==> config.mk <==
export PLATFORM = sky130hd
export DESIGN_NAME = tpf_ctrl
export DESIGN_NICKNAME = d
export VERILOG_FILES = /design/src/design/tpf_pkg.sv /design/src/design/tpf_ctrl.sv
export SDC_FILE = /design/constraint.sdc
export NUM_CORES = 1
export LEC_CHECK = 0
export BUFFER_PORTS_ARGS = -buffer_cell sky130_fd_sc_hd__buf_4
export CAP_MARGIN = 20
export CORE_AREA = 4 4 41 43
export CTS_CLUSTER_DIAMETER = 60
export CTS_CLUSTER_SIZE = 28
export DETAILED_ROUTE_END_ITERATION = 6
export DIE_AREA = 0 0 45 47
export GPL_TIMING_DRIVEN = 1
export PLACE_DENSITY = 0.78
export SYNTH_ARGS = -nofsm -noshare
export SYNTH_HDL_FRONTEND = slang
export SYNTH_SLANG_ARGS = --single-unit
==> constraint.sdc <==
create_clock -name clock -period 2.1 [get_ports clock]
set_input_delay 0.42 -clock clock [delete_from_list [all_inputs] [get_ports clock]]
set_output_delay 0.42 -clock clock [all_outputs]
set_load 0.05 [all_outputs]
==> src/design/tpf_pkg.sv <==
// Shared types and constants of the timestamped packet FIFO.
package tpf_pkg;

   localparam int LEN_W       = 7;
   localparam int STAMP_W     = 32;
   localparam int BYTE_W      = 8;
   localparam int CMD_W       = 3;
   localparam int STATUS_W    = 2;
   localparam int STAMP_BYTES = 4;

   // Command codes of an input item; the two spare codes have no member.
   typedef enum logic [CMD_W-1:0] {
      CMD_PUSH_HDR  = 3'd0,
      CMD_PUSH_DATA = 3'd1,
      CMD_POP       = 3'd2,
      CMD_PEEK      = 3'd3,
      CMD_DISCARD   = 3'd4,
      CMD_CLEAR     = 3'd5
   } cmd_type;

   typedef enum logic [STATUS_W-1:0] {
      STS_OK     = 2'd0,
      STS_EMPTY  = 2'd1,
      STS_REJECT = 2'd2,
      STS_ACCEPT = 2'd3
   } status_type;

   typedef enum logic [2:0] {
      S_IDLE,
      S_EXEC,
      S_HDR_WR,
      S_HDR_RD,
      S_PAY,
      S_RESP,
      S_FREE
   } state_type;

   // Commands from the controller to the datapath.
   typedef struct packed {
      logic       capture;
      logic       hdr_accept;
      logic       hdr_reject;
      logic       data_fill;
      logic       data_drop;
      logic       clear_all;
      logic       rd_start;
      logic       hdr_wr;
      logic       hdr_rd;
      logic       pay_start;
      logic       pay_next;
      logic       free_head;
      logic       load_res;
      status_type res_status;
      logic       res_stamp;
   } dp_cmd_type;

   // Status from the datapath back to the controller.
   typedef struct packed {
      cmd_type cmd;
      logic    fill_nz;
      logic    drop_nz;
      logic    hdr_fits;
      logic    pkts_nz;
      logic    hdr_wr_last;
      logic    hdr_rd_last;
      logic    copy_zero;
      logic    pay_last;
   } dp_status_type;

endpackage

==> src/design/tpf_ctrl.sv <==
// Controller state machine that sequences each command through the datapath.
module tpf_ctrl (
   input  logic                   clock,
   input  logic                   reset,
   input  logic                   req_valid,
   output logic                   req_ready,
   output logic                   rsp_valid,
   input  logic                   rsp_ready,
   input  tpf_pkg::dp_status_type dp_status,
   output tpf_pkg::dp_cmd_type    dp_cmd
);
   import tpf_pkg::*;

   state_type state_ff, state_in;
   logic      free_pend_ff, free_pend_in;
   logic      frees_head;

   // Pop and discard of a visible packet release it once their results are out.
   assign frees_head = ((dp_status.cmd == CMD_POP) || (dp_status.cmd == CMD_DISCARD)) &&
                       dp_status.pkts_nz;

   always_ff @(posedge clock) begin
      if (reset) begin
         state_ff     <= S_IDLE;
         free_pend_ff <= 1'b0;
      end else begin
         state_ff     <= state_in;
         free_pend_ff <= free_pend_in;
      end
   end

   // Next state.
   always_comb begin
      state_in     = state_ff;
      free_pend_in = free_pend_ff;
      case (state_ff)
         S_IDLE: begin
            if (req_valid) state_in = S_EXEC;
         end
         S_EXEC: begin
            free_pend_in = frees_head;
            case (dp_status.cmd)
               CMD_PUSH_HDR: begin
                  if (!dp_status.fill_nz && dp_status.hdr_fits) state_in = S_HDR_WR;
                  else state_in = S_RESP;
               end
               CMD_POP, CMD_PEEK, CMD_DISCARD: begin
                  if (dp_status.pkts_nz) state_in = S_HDR_RD;
                  else state_in = S_RESP;
               end
               default: state_in = S_RESP;
            endcase
         end
         S_HDR_WR: begin
            if (dp_status.hdr_wr_last) state_in = S_RESP;
         end
         S_HDR_RD: begin
            if (dp_status.hdr_rd_last) begin
               if ((dp_status.cmd == CMD_DISCARD) || dp_status.copy_zero) state_in = S_RESP;
               else state_in = S_PAY;
            end
         end
         S_PAY: begin
            if (rsp_ready && dp_status.pay_last) state_in = free_pend_ff ? S_FREE : S_IDLE;
         end
         S_RESP: begin
            if (rsp_ready) state_in = free_pend_ff ? S_FREE : S_IDLE;
         end
         S_FREE: state_in = S_IDLE;
         default: state_in = S_IDLE;
      endcase
   end

   // Outputs.
   always_comb begin
      dp_cmd            = '0;
      dp_cmd.res_status = STS_OK;
      req_ready         = 1'b0;
      rsp_valid         = 1'b0;
      case (state_ff)
         S_IDLE: begin
            req_ready      = 1'b1;
            dp_cmd.capture = req_valid;
         end
         S_EXEC: begin
            case (dp_status.cmd)
               CMD_PUSH_HDR: begin
                  dp_cmd.load_res = 1'b1;
                  if (dp_status.fill_nz) begin
                     dp_cmd.res_status = STS_REJECT;
                  end else if (dp_status.hdr_fits) begin
                     dp_cmd.hdr_accept = 1'b1;
                     dp_cmd.res_status = STS_ACCEPT;
                  end else begin
                     dp_cmd.hdr_reject = 1'b1;
                     dp_cmd.res_status = STS_REJECT;
                  end
               end
               CMD_PUSH_DATA: begin
                  dp_cmd.load_res = 1'b1;
                  if (dp_status.fill_nz) dp_cmd.data_fill = 1'b1;
                  else if (dp_status.drop_nz) dp_cmd.data_drop = 1'b1;
                  else dp_cmd.res_status = STS_REJECT;
               end
               CMD_POP, CMD_PEEK: begin
                  if (dp_status.pkts_nz) begin
                     dp_cmd.rd_start = 1'b1;
                  end else begin
                     dp_cmd.load_res   = 1'b1;
                     dp_cmd.res_status = STS_EMPTY;
                  end
               end
               CMD_DISCARD: begin
                  dp_cmd.load_res = 1'b1;
                  if (dp_status.pkts_nz) dp_cmd.rd_start = 1'b1;
                  else dp_cmd.res_status = STS_EMPTY;
               end
               CMD_CLEAR: begin
                  dp_cmd.clear_all = 1'b1;
                  dp_cmd.load_res  = 1'b1;
               end
               default: dp_cmd.load_res = 1'b1;
            endcase
         end
         S_HDR_WR: dp_cmd.hdr_wr = 1'b1;
         S_HDR_RD: begin
            dp_cmd.hdr_rd = 1'b1;
            if (dp_status.hdr_rd_last && (dp_status.cmd != CMD_DISCARD)) begin
               if (dp_status.copy_zero) begin
                  dp_cmd.load_res  = 1'b1;
                  dp_cmd.res_stamp = 1'b1;
               end else begin
                  dp_cmd.pay_start = 1'b1;
               end
            end
         end
         S_PAY: begin
            rsp_valid       = 1'b1;
            dp_cmd.pay_next = rsp_ready && !dp_status.pay_last;
         end
         S_RESP: rsp_valid = 1'b1;
         S_FREE: dp_cmd.free_head = 1'b1;
         default: ;
      endcase
   end

endmodule

# [Yosys cells after proc, flatten, opt, wreduce, memory -nomap -nowiden]
# Cells that the tools add are included.
[classes] mul=0 n_shift=0 n_div=0 mux=45 magnitude_cmp=0 n_reduce_logical=15 addsub=0 bitwise_logic=0 eq_ne=17
[ops] op="$mux W3" count=9
[ops] op="$mux W1" count=24
[ops] op="$pmux W3 S6" count=1
[ops] op="$eq A3 B3 Y1 const B" count=5
[ops] op="$mux W2" count=7
[ops] op="$eq A3 B2 Y1 const B" count=4
[ops] op="$ne A2 B2 Y1 const B" count=5
[ops] op="$pmux W2 S4" count=1
[ops] op="$eq A3 B1 Y1 const B" count=2
[ops] op="$logic_not A3 Y1" count=2
[ops] op="$mux W6" count=1
[ops] op="$pmux W3 S2" count=1
[ops] op="$logic_and A1 B1 Y1" count=5
[ops] op="$reduce_and A5 Y1" count=1
[ops] op="$reduce_or A2 Y1" count=2
[ops] op="$ne A3 B3 Y1 const B" count=1
[ops] op="$reduce_or A3 Y1" count=1
[ops] op="$logic_not A1 Y1" count=2
[ops] op="$logic_or A1 B1 Y1" count=2
[ops] op="$pmux W1 S2" count=1
[totals] romBits=0 ramBits=0 reg_bits=4 out_inout_bits=18 latchBits=0 wordCells=79 mem_count=0

# [Depth between registers and ports, before layout]
# Gate-level depths: netlist of run 1.
[depth] depth_word=5 ltp_mapped=7 depth_no_buf=6

# [Worst setup path before layout of run 1]
# No wires, ideal clock.
[synth_path] kind="reg-to-output" from="reg state_ff[2]" to="out dp_cmd[5] in the netlist's numbering" required_ps=1680 path_stages_with_launch=4 arrival_ps=2219 setup_slack_ps=-539 cell_sequence="dfxtp_1 > buf_6 > nand2b_1 > nor4b_1"
[synth_lines] element="start: declaration" line_no="tpf_ctrl.sv:14" text="state_type state_ff, state_in;"
[synth_lines] element="start signal: assignment" line_no="tpf_ctrl.sv:27" text="state_ff <= state_in;"
[synth_lines] element="end: declaration" line_no="tpf_ctrl.sv:10" text="output tpf_pkg::dp_cmd_type dp_cmd"

==> metrics.txt, run 1 <==
Tightest Pin Transition=between 0.2 and 0.3 ns; initial drt markers=17; GRT Overall Usage=17.0%; synthesized net count=97; status=finished, final reports clean; antenna violations before repair=0; pwr dens=719 nW/um2; flops & latches, synth=4; CTS Hold Bufs=0; GRT Residual Overflow=0; Final Instance Area=~850 um2; # fillers=126; number of max-cap violations=0; YS warnings=0; Multi-input gate area=457 um2; crit path time final=1.97 ns; Clock Tree Buf Depth=2; pre-CTS setup slack=between 0.3 and 0.4 ns; DRT Wirelength=about 1600 um; Final period util=93.8%; final worst setup slack=between 0.1 and 0.15 ns; Synth top area share=14.1%; Crit path arrival time=1.55 ns; CTS tree=yes; Final Hold Vio Count=0; Synth Flop Type=dfxtp_1; RSZ-0062 raised after global routing=false; Fmax achieved=508 MHz; Routed Antenna Nets=0; die width=45 um; worst hold slack=about 0.38 ns; first-pass GRT wire length=2700 um; Post-Synthesis Cells=82; clk_skew=just over 0.009 ns; drt drc=0; crit start category=register; Die Ht=47 um; post-CTS setup buffer count=0; synthesis-to-finish area growth=50.2%; Yosys cell types=31; peak supply drop=0.284 mV; DP Area=roughly 830 um2; CTS H-tree lvls=1; layout net count=130; Req. time, crit path=1.68 ns; post_cts resized=0; pins over their slew limit=0; post-DR vias/cell=5.48; synthesized area per cell=6.93 um2; largest net degree at the start of global routing=12; Worst Setup Path Type=reg -> out; routed vias=702; layout cells sized above 1=42.5%; hpwl dp=about 1300 um; Clock Latency Late Sink=0.24 ns; relative slew slack=between 70 and 80%; die outline area=2120 um2; top cells by area, synth=dfxtp_1, nor2_1, and3b_1, o21ai_0, a21oi_1; clk sinks=4; Placer Congestion=0.794; first drt pass iteration count=4; Final setup violation count=0; Root Buffer=clkbuf_4; Ant. Diodes=0; Register Area=81.3 um2; Yosys top cell by area=dfxtp_1; Cell Area, Synth=568 um2; Async SR Flop Fraction=0%; Seq/Total Area, Yosys=14.1%; vias in the first global route=approximately 660; Pleak=0.417 nW; Hold Path Class=in -> reg; row cnt=13; clk slew on worst S/H paths=0.04 ns; DR WL/cell=12.6 um; CP endpoint kind=output pin; EDFF count, synth=0; Placeable Area=roughly 1300 um2; port bufs=32; Ports=33; Pwr Total=613 uW; clock buffer count from CTS=3; Starting Density=a little over two fifths; crit path max fanout=9
==> state kept, by name (all words and copies together) (netlist names) <==
name          count
free_pend_ff      1
state_ff          3
==> placed cells by master (no fill, tap or decap), drive strengths merged <==
cell type  instances
inv                3
and3b              4
nor4b              2
nor4               1
dfxtp              4
o21bai             1
nor2              11
o2bb2ai            1
buf               35
o21ai              6
a31oi              2
a21oi              5
nor2b              3
nor3b              1
o32ai              1
or3                1
nand3              3
o22ai              1
and3               4
a41o               1
nand2              6
clkbuf             3
and2               2
o22a               2
xnor2              1
nor3               3
nand2b             4
o21a               2
==> area by class of cell <==
cell class	count	area share, %
Multi-Input combinational cell	68	53.5
Timing Repair Buffer	35	30.8
Sequential cell	4	9.53
Clock buffer	3	2.64
Tap cell	15	2.20
Inverter	3	1.32
==> worst max-delay path, stage by stage, from the launching register on <==
cell and delay (ns):
dfxtp_2 0.38, nor2b_4 0.13, nand2b_1 0.08, or3_4 0.36
nor4_4 0.13, buf_4 0.23
==> cells in the mapped netlist (all sizes together), types with 2 or more instances <==
cell and count:
nor2b 3, o21a 2, inv 3, and3 4
dfxtp 4, nor3 3, nor2 11, a21oi 5
a31oi 2, buf 7, and3b 4, nand2b 4
and2 2, nor4b 2, o21ai 6, nand2 6
o22a 2, nand3 3
==> through the flow <==
stage	setup TNS, ns	utilization [%]	cells
floorplan	-0.185	-	82
global placement	0	63.7	125
detailed placement	0	63.7	125
CTS	0	65.5	128
global route	0	65.6	128
finish	0	65.6	128
==> worst paths after layout <==
path                                    from      endpoint  slack, ns  cells after the start
worst max-delay path             state_ff[2]    dp_cmd[13]       0.13                      5
worst min-delay path                   reset  free_pend_ff       0.38                      2
worst max register to register   state_ff[1]   state_ff[2]       0.69                      6
worst min register to register  free_pend_ff  free_pend_ff       0.52                      2
==> where the power goes <==
group / leakage (nW) / switching, mW / internal (mW)
logic: 0.370 / 0.253 / 0.151
registers: 0.0331 / 0.0195 / 0.0900
clock network: 0.0138 / 0.0355 / 0.0642
==> kinds of logic after synthesis <==
kind of cell	share of synthesized area, %
buf+inv	10.4
compound gates	24.9
xor+xnor	1.54
simple gates	49.1
flops	14.1
==> routing by layer <==
layer | track usage, % | share of wire [%]
met5 | 0 | 0
met2 | 31.9 | 48
met3 | 4.98 | 11
met4 | 6.43 | 0.37
met1 | 17.9 | 41
Power figures use the tool's default switching activity.
==> run 2, diff against run 1 <==
--- a/config.mk
+++ b/config.mk
@@ -7,13 +7,13 @@
 export LEC_CHECK = 0
 export BUFFER_PORTS_ARGS = -buffer_cell sky130_fd_sc_hd__buf_4
 export CAP_MARGIN = 20
-export CORE_AREA = 4 4 41 43
+export CORE_MARGIN = 4
+export CORE_UTILIZATION = 42
 export CTS_CLUSTER_DIAMETER = 60
 export CTS_CLUSTER_SIZE = 28
 export DETAILED_ROUTE_END_ITERATION = 6
-export DIE_AREA = 0 0 45 47
 export GPL_TIMING_DRIVEN = 1
-export PLACE_DENSITY = 0.78
+export PLACE_DENSITY = 0.77
 export SYNTH_ARGS = -nofsm -noshare
 export SYNTH_HDL_FRONTEND = slang
 export SYNTH_SLANG_ARGS = --single-unit
==> constraint.sdc (replaced) <==
create_clock -name clock -period 2.2 [get_ports clock]
set_input_delay 0.44 -clock clock [delete_from_list [all_inputs] [get_ports clock]]
set_output_delay 0.44 -clock clock [all_outputs]
set_load 0.05 [all_outputs]
==> run 2 against run 1 <==
  * Power is 5.9% lower
  * Core utilization is 5.6 points higher
  * Global-route usage is 0.15 points lower
  * Worst setup slack better by 0.019 ns
  * Critical endpoint unchanged
  * Largest cell class unchanged
  * Largest power group unchanged
==> metrics.txt, run 2 (synthesis results as in run 1) <==
Worst Setup Path Type=reg -> out; status=finished, final reports clean; synthesis-to-finish area growth=48.7%; Largest Register=state_ff; most frequent cells in the layout=buf_4, nor2_1, nand2_1, o21ai_0, a21oi_1; die outline area=2000 um2; Final Instance Area=~840 um2; hpwl dp=around 1300 um; Pwr Total=577 uW; GRT Residual Overflow=0; CTS Hold Bufs=0; vias in the first global route=645; first drt pass iteration count=4; # fillers=108; CTS H-tree lvls=1; RSZ-0062 raised after global routing=false; slowest CP cell=dfxtp_1; DP Area=822 um2; pwr dens=~680 nW/um2; Reg-to-Reg End=state_ff[1]; critical-path cell list=nor2b_4 -> nand2b_1 -> or3_4 -> nor4_4 -> buf_4; clk_skew=~0.0041 ns; port bufs=32; CP endpoint kind=output pin; pre-CTS setup slack=0.366 ns; Final period util=93.2%; crit start category=register; R2R Setup Slk=roughly 0.65 ns; GRT Overall Usage=16.9%; fin util=a little under three quarters; FF-to-FF path depth=6; post-DR vias/cell=approximately 5.6; Final Hold Vio Count=0; Crit path arrival time=1.61 ns; largest registers=state_ff: 3 flops, free_pend_ff: 1 flops; DR WL/cell=12.9 um; relative slew slack=around three quarters; Placeable Area=1190 um2; Placer Congestion=0.756; first-pass GRT wire length=2580 um; Critical R2R Launch=state_ff[1]; Ports=33; Fmax achieved=a little under 500 MHz; layout net count=130; Worst Hold End=free_pend_ff; initial drt markers=18; crit path time final=2.05 ns; Final setup violation count=0; post-CTS setup buffer count=0; antenna violations before repair=0; Non-Filler Instances=127; worst hold slack=0.417 ns; Clock Tree Buf Depth=2; Max stage delay on crit path=0.40 ns; CTS tree=yes; Routed Antenna Nets=0; clock buffer count from CTS=3; crit path max fanout=9; drt drc=0; Hold Path Depth=2; Pleak=approximately 0.41 nW; row cnt=12; peak supply drop=between 0.4 and 0.5 mV; pins over their slew limit=0; Setup TNS=0 ns; Starting Density=47.9%; Clock Latency Late Sink=0.24 ns; Hold Path Class=in -> reg; most frequent standard cell in the layout excluding fill and tap cells=buf_4; DRT Wirelength=about 1600 um; clk sinks=4; number of max-cap violations=0; layout cells sized above 1=41.6%; Ant. Diodes=0; routed vias=708; clk slew on worst S/H paths=0.04 ns; largest net degree at the start of global routing=12; worst hold start=reset; Req. time, crit path=1.76 ns; final worst setup slack=between 0.1 and 0.15 ns; Tightest Pin Transition=0.351 ns; number of flip-flops in the largest register=3; Die Ht=around 45 um; post_cts resized=0; die width=44.8 um; DP Cell Count=124; Root Buffer=clkbuf_4
-- run 2: report_power, final --
part           leakage (nW)  switching (mW)  total [mW]  internal (mW)
logic                 0.367           0.239       0.378          0.139
clock network        0.0138          0.0360      0.0975         0.0615
registers            0.0327          0.0171       0.102         0.0848
total                 0.414           0.292       0.577          0.285
-- run 2: metal layers --
metal	GRT usage, %	wire, um
met1	19.0	663
met2	31.2	801
met3	0.797	157
met4	9.36	12
met5	0	0
-- run 2: worst max-delay path by stage --
stage	to	from	slack, ns
floorplan	dp_cmd[3]	dp_status[8]	0.02
global placement	dp_cmd[1]	dp_status[8]	0.39
detailed placement	dp_cmd[1]	dp_status[8]	0.37
CTS	dp_cmd[13]	state_ff[2]	0.14
global route	dp_cmd[13]	state_ff[2]	0.06
finish	dp_cmd[13]	state_ff[2]	0.15
-- run 2: cell type report --
cell class	instances	area (um2)	area share [%]
inverter	3	11.3	1.33
sequential	4	80.1	9.48
tap	14	17.5	2.07
timing repair buffer	35	263	31.1
multi-input combinational	68	450	53.3
clock buffer	3	22.5	2.67
-- run 2: worst max-delay path, delay by kind of cell, from the launching register on --
family,cells,cell delay [ns]
flip-flops,1,0.40
AND/OR/NAND/NOR,4,0.72
buffers and inverters,1,0.23
==> run 3, diff against run 2 <==
--- a/config.mk
+++ b/config.mk
@@ -5,15 +5,16 @@
 export SDC_FILE = /design/constraint.sdc
 export NUM_CORES = 1
 export LEC_CHECK = 0
+export ABC_AREA = 1
 export BUFFER_PORTS_ARGS = -buffer_cell sky130_fd_sc_hd__buf_4
 export CAP_MARGIN = 20
-export CORE_MARGIN = 4
-export CORE_UTILIZATION = 42
+export CORE_AREA = 4 4 41 43
 export CTS_CLUSTER_DIAMETER = 60
 export CTS_CLUSTER_SIZE = 28
 export DETAILED_ROUTE_END_ITERATION = 6
+export DIE_AREA = 0 0 45 47
 export GPL_TIMING_DRIVEN = 1
-export PLACE_DENSITY = 0.77
+export PLACE_DENSITY = 0.73
 export SYNTH_ARGS = -nofsm -noshare
 export SYNTH_HDL_FRONTEND = slang
 export SYNTH_SLANG_ARGS = --single-unit
==> constraint.sdc (replaced) <==
create_clock -name clock -period 2.08 [get_ports clock]
set_input_delay 0.416 -clock clock [delete_from_list [all_inputs] [get_ports clock]]
set_output_delay 0.416 -clock clock [all_outputs]
set_load 0.05 [all_outputs]
==> run 3 against run 2 <==
  * Flip-flop and latch count did not move
  * Global-route usage down 2.6 points
  * Sequential power rose by 5%
  * Count of clock-buffer cells in the layout did not move
  * Critical endpoint is now dp_cmd[10]
==> metrics.txt, run 3 <==
Final setup violation count=0; Ports=33; most frequent standard cell in the layout excluding fill and tap cells=buf_4; most frequent cell on the critical path=inv_2; Largest Register=state_ff; Clock Latency Late Sink=0.24 ns; Clock Tree Buf Depth=2; CP endpoint kind=output pin; RSZ-0062 raised after global routing=false; clock share of power=16.2%; antenna violations before repair=0; Crit path arrival time=~1.5 ns; clk slew on worst S/H paths=0.04 ns; Compound-Gate Fraction of Synth Area=14.4%; Register Area=80.1 um2; synthesized area per cell=5.67 um2; Placer Congestion=0.750; Hold Path Class=in -> reg; synthesis-to-finish area growth=62.0%; synthesized net count=104; CTS tree=yes; first drt pass iteration count=4; first-pass GRT wire length=2280 um; combinational share of power=65.8%; clk sinks=4; Cell Area, Synth=between 500 and 600 um2; Synth Flop Type=dfxtp_1; Async SR Flop Fraction=0%; xor-xnor portion of the synthesized cell area=0%; GRT Overall Usage=about 14%; crit start category=register; sw power=313 uW; drt drc=0; Root Buffer=clkbuf_4; CTS Hold Bufs=0; die outline area=2120 um2; GRT Residual Overflow=0; number of max-cap violations=0; peak supply drop=0.575 mV; post-DR vias/cell=roughly 4.7; Seq/Total Area, Yosys=15.9%; Fmax achieved=512 MHz; clk_skew=0.00638 ns; Final Hold Vio Count=0; Worst Setup Path Type=reg -> out; top cells by area, synth=nand2_1, dfxtp_1, inv_1, a21oi_1, nor2_1; Switching Share=between 50 and 60%; Starting Density=38.8%; Routed Antenna Nets=0; Multi-input gate area=about 390 um2; layout net count=141; Pint=281 uW; Synth top area share=approximately a fifth; largest net degree at the start of global routing=10; Yosys top cell by area=nand2_1; # fillers=141; Die Ht=47 um; DP Area=slightly below 800 um2; initial drt markers=8; CTS H-tree lvls=1; pins over their slew limit=0; DR WL/cell=9.80 um; slowest CP cell=dfxtp_1; clock buffer count from CTS=3; Req. time, crit path=between 1.5 and 2 ns; multiplexer share of the synthesized area=0%; layout cells sized above 1=45.2%; simple-gate share of the synthesized area=55.1%; Final Instance Area=817 um2; DRT Wirelength=1360 um; Tightest Pin Transition=0.455 ns; number of flip-flops in the largest register=3; flops & latches, synth=4; pwr dens=~730 nW/um2; YS warnings=0; Setup TNS=0 ns; Adder-Cell Fraction of Synth Area=0%; Placeable Area=1300 um2; die width=45 um; port bufs=32; Max stage delay on crit path=0.38 ns; hpwl dp=1190 um; Post-Synthesis Cells=between 80 and 90; most frequent cells in the layout=buf_4, nand2_1, inv_1; row cnt=13; most frequent cell after synthesis=nand2_1; crit path max fanout=7; status=finished, final reports clean; EDFF count, synth=0; vias in the first global route=608; Final period util=about 94%; critical-path cell list=inv_2 -> nor3_4 -> inv_2 -> nor4_2 -> buf_4; Yosys cell types=18; Ant. Diodes=0; crit path time final=1.95 ns; relative slew slack=69.6%; routed vias=659; register share of total power=around 18%; Pleak=0.426 nW; combinational family with the most area after synthesis=simple AND/OR/NAND/NOR gates; largest registers=state_ff: 3 flops, free_pend_ff: 1 flops; most frequent cells after synthesis=nand2_1, inv_1, nor2_1
-- run 3: final cells by class --
type,count,share of cell area [%]
clock buffer,3,2.76
inverter,16,7.35
multi-input combinational,68,47.5
sequential,4,9.80
tap,15,2.30
timing repair buffer,33,30.3
-- run 3: cell families after synthesis --
kind of cell | after synthesis
simple gates | 55
buf+inv | 17
compound gates | 13
flops | 4
-- run 3: power groups by stage --
stage | combinational [mW] | clock (mW) | sequential, mW
global route | 0.427 | 0.108 | 0.109
floorplan | 0.284 | 0 | 0.101
global placement | 0.378 | 0 | 0.106
detailed placement | 0.378 | 0 | 0.107
CTS | 0.379 | 0.101 | 0.106
finish | 0.391 | 0.0963 | 0.107
-- run 3: worst max-delay path: cells and delay by family (launching register included) --
kind	cells	cell delay, ns
buffers and inverters	3	0.46
flip-flops	1	0.38
AND/OR/NAND/NOR	2	0.46
-- run 3: what timing repair did --
action / 4_1_cts / 5_1_grt
endpoints found under the setup margin: 0 / 3
setup buffers: 0 / 1
hold endpoints to repair: 0 / 0
gates resized for setup: 0 / 3
-- run 3: path summary, 6_finish.rpt --
kind	startpoint	endpoint	slack, ns	cells after the start
setup / recovery	state_ff[0]	dp_cmd[10]	0.13	5
hold / removal	reset	state_ff[1]	0.36	2
setup reg to reg	state_ff[1]	state_ff[1]	0.74	6
hold reg to reg	free_pend_ff	free_pend_ff	0.46	2
-- run 3: through the flow --
step | cells | worst slack, ns | utilization, % | power (mW) | hold slack, ns
2_1_floorplan | 89 | -0.197 | - | 0.384 | 0.439
3_3_place_gp | 135 | 0.345 | 59.9 | 0.484 | 0.452
3_5_place_dp | 135 | 0.338 | 59.9 | 0.485 | 0.453
4_1_cts | 138 | 0.0733 | 61.6 | 0.585 | 0.350
5_1_grt | 139 | 0.0191 | 62.8 | 0.643 | 0.358
6_report | 139 | 0.126 | 62.8 | 0.594 | 0.359
-- run 3: per-layer routing --
metal	GRT usage (%)	vias to the layer above	routed length [um]
met2	24.9	18	636
met1	17.6	287	616
li1	-	354	-
met3	4.60	0	109
met4	1.75	0	0
met5	0	-	0
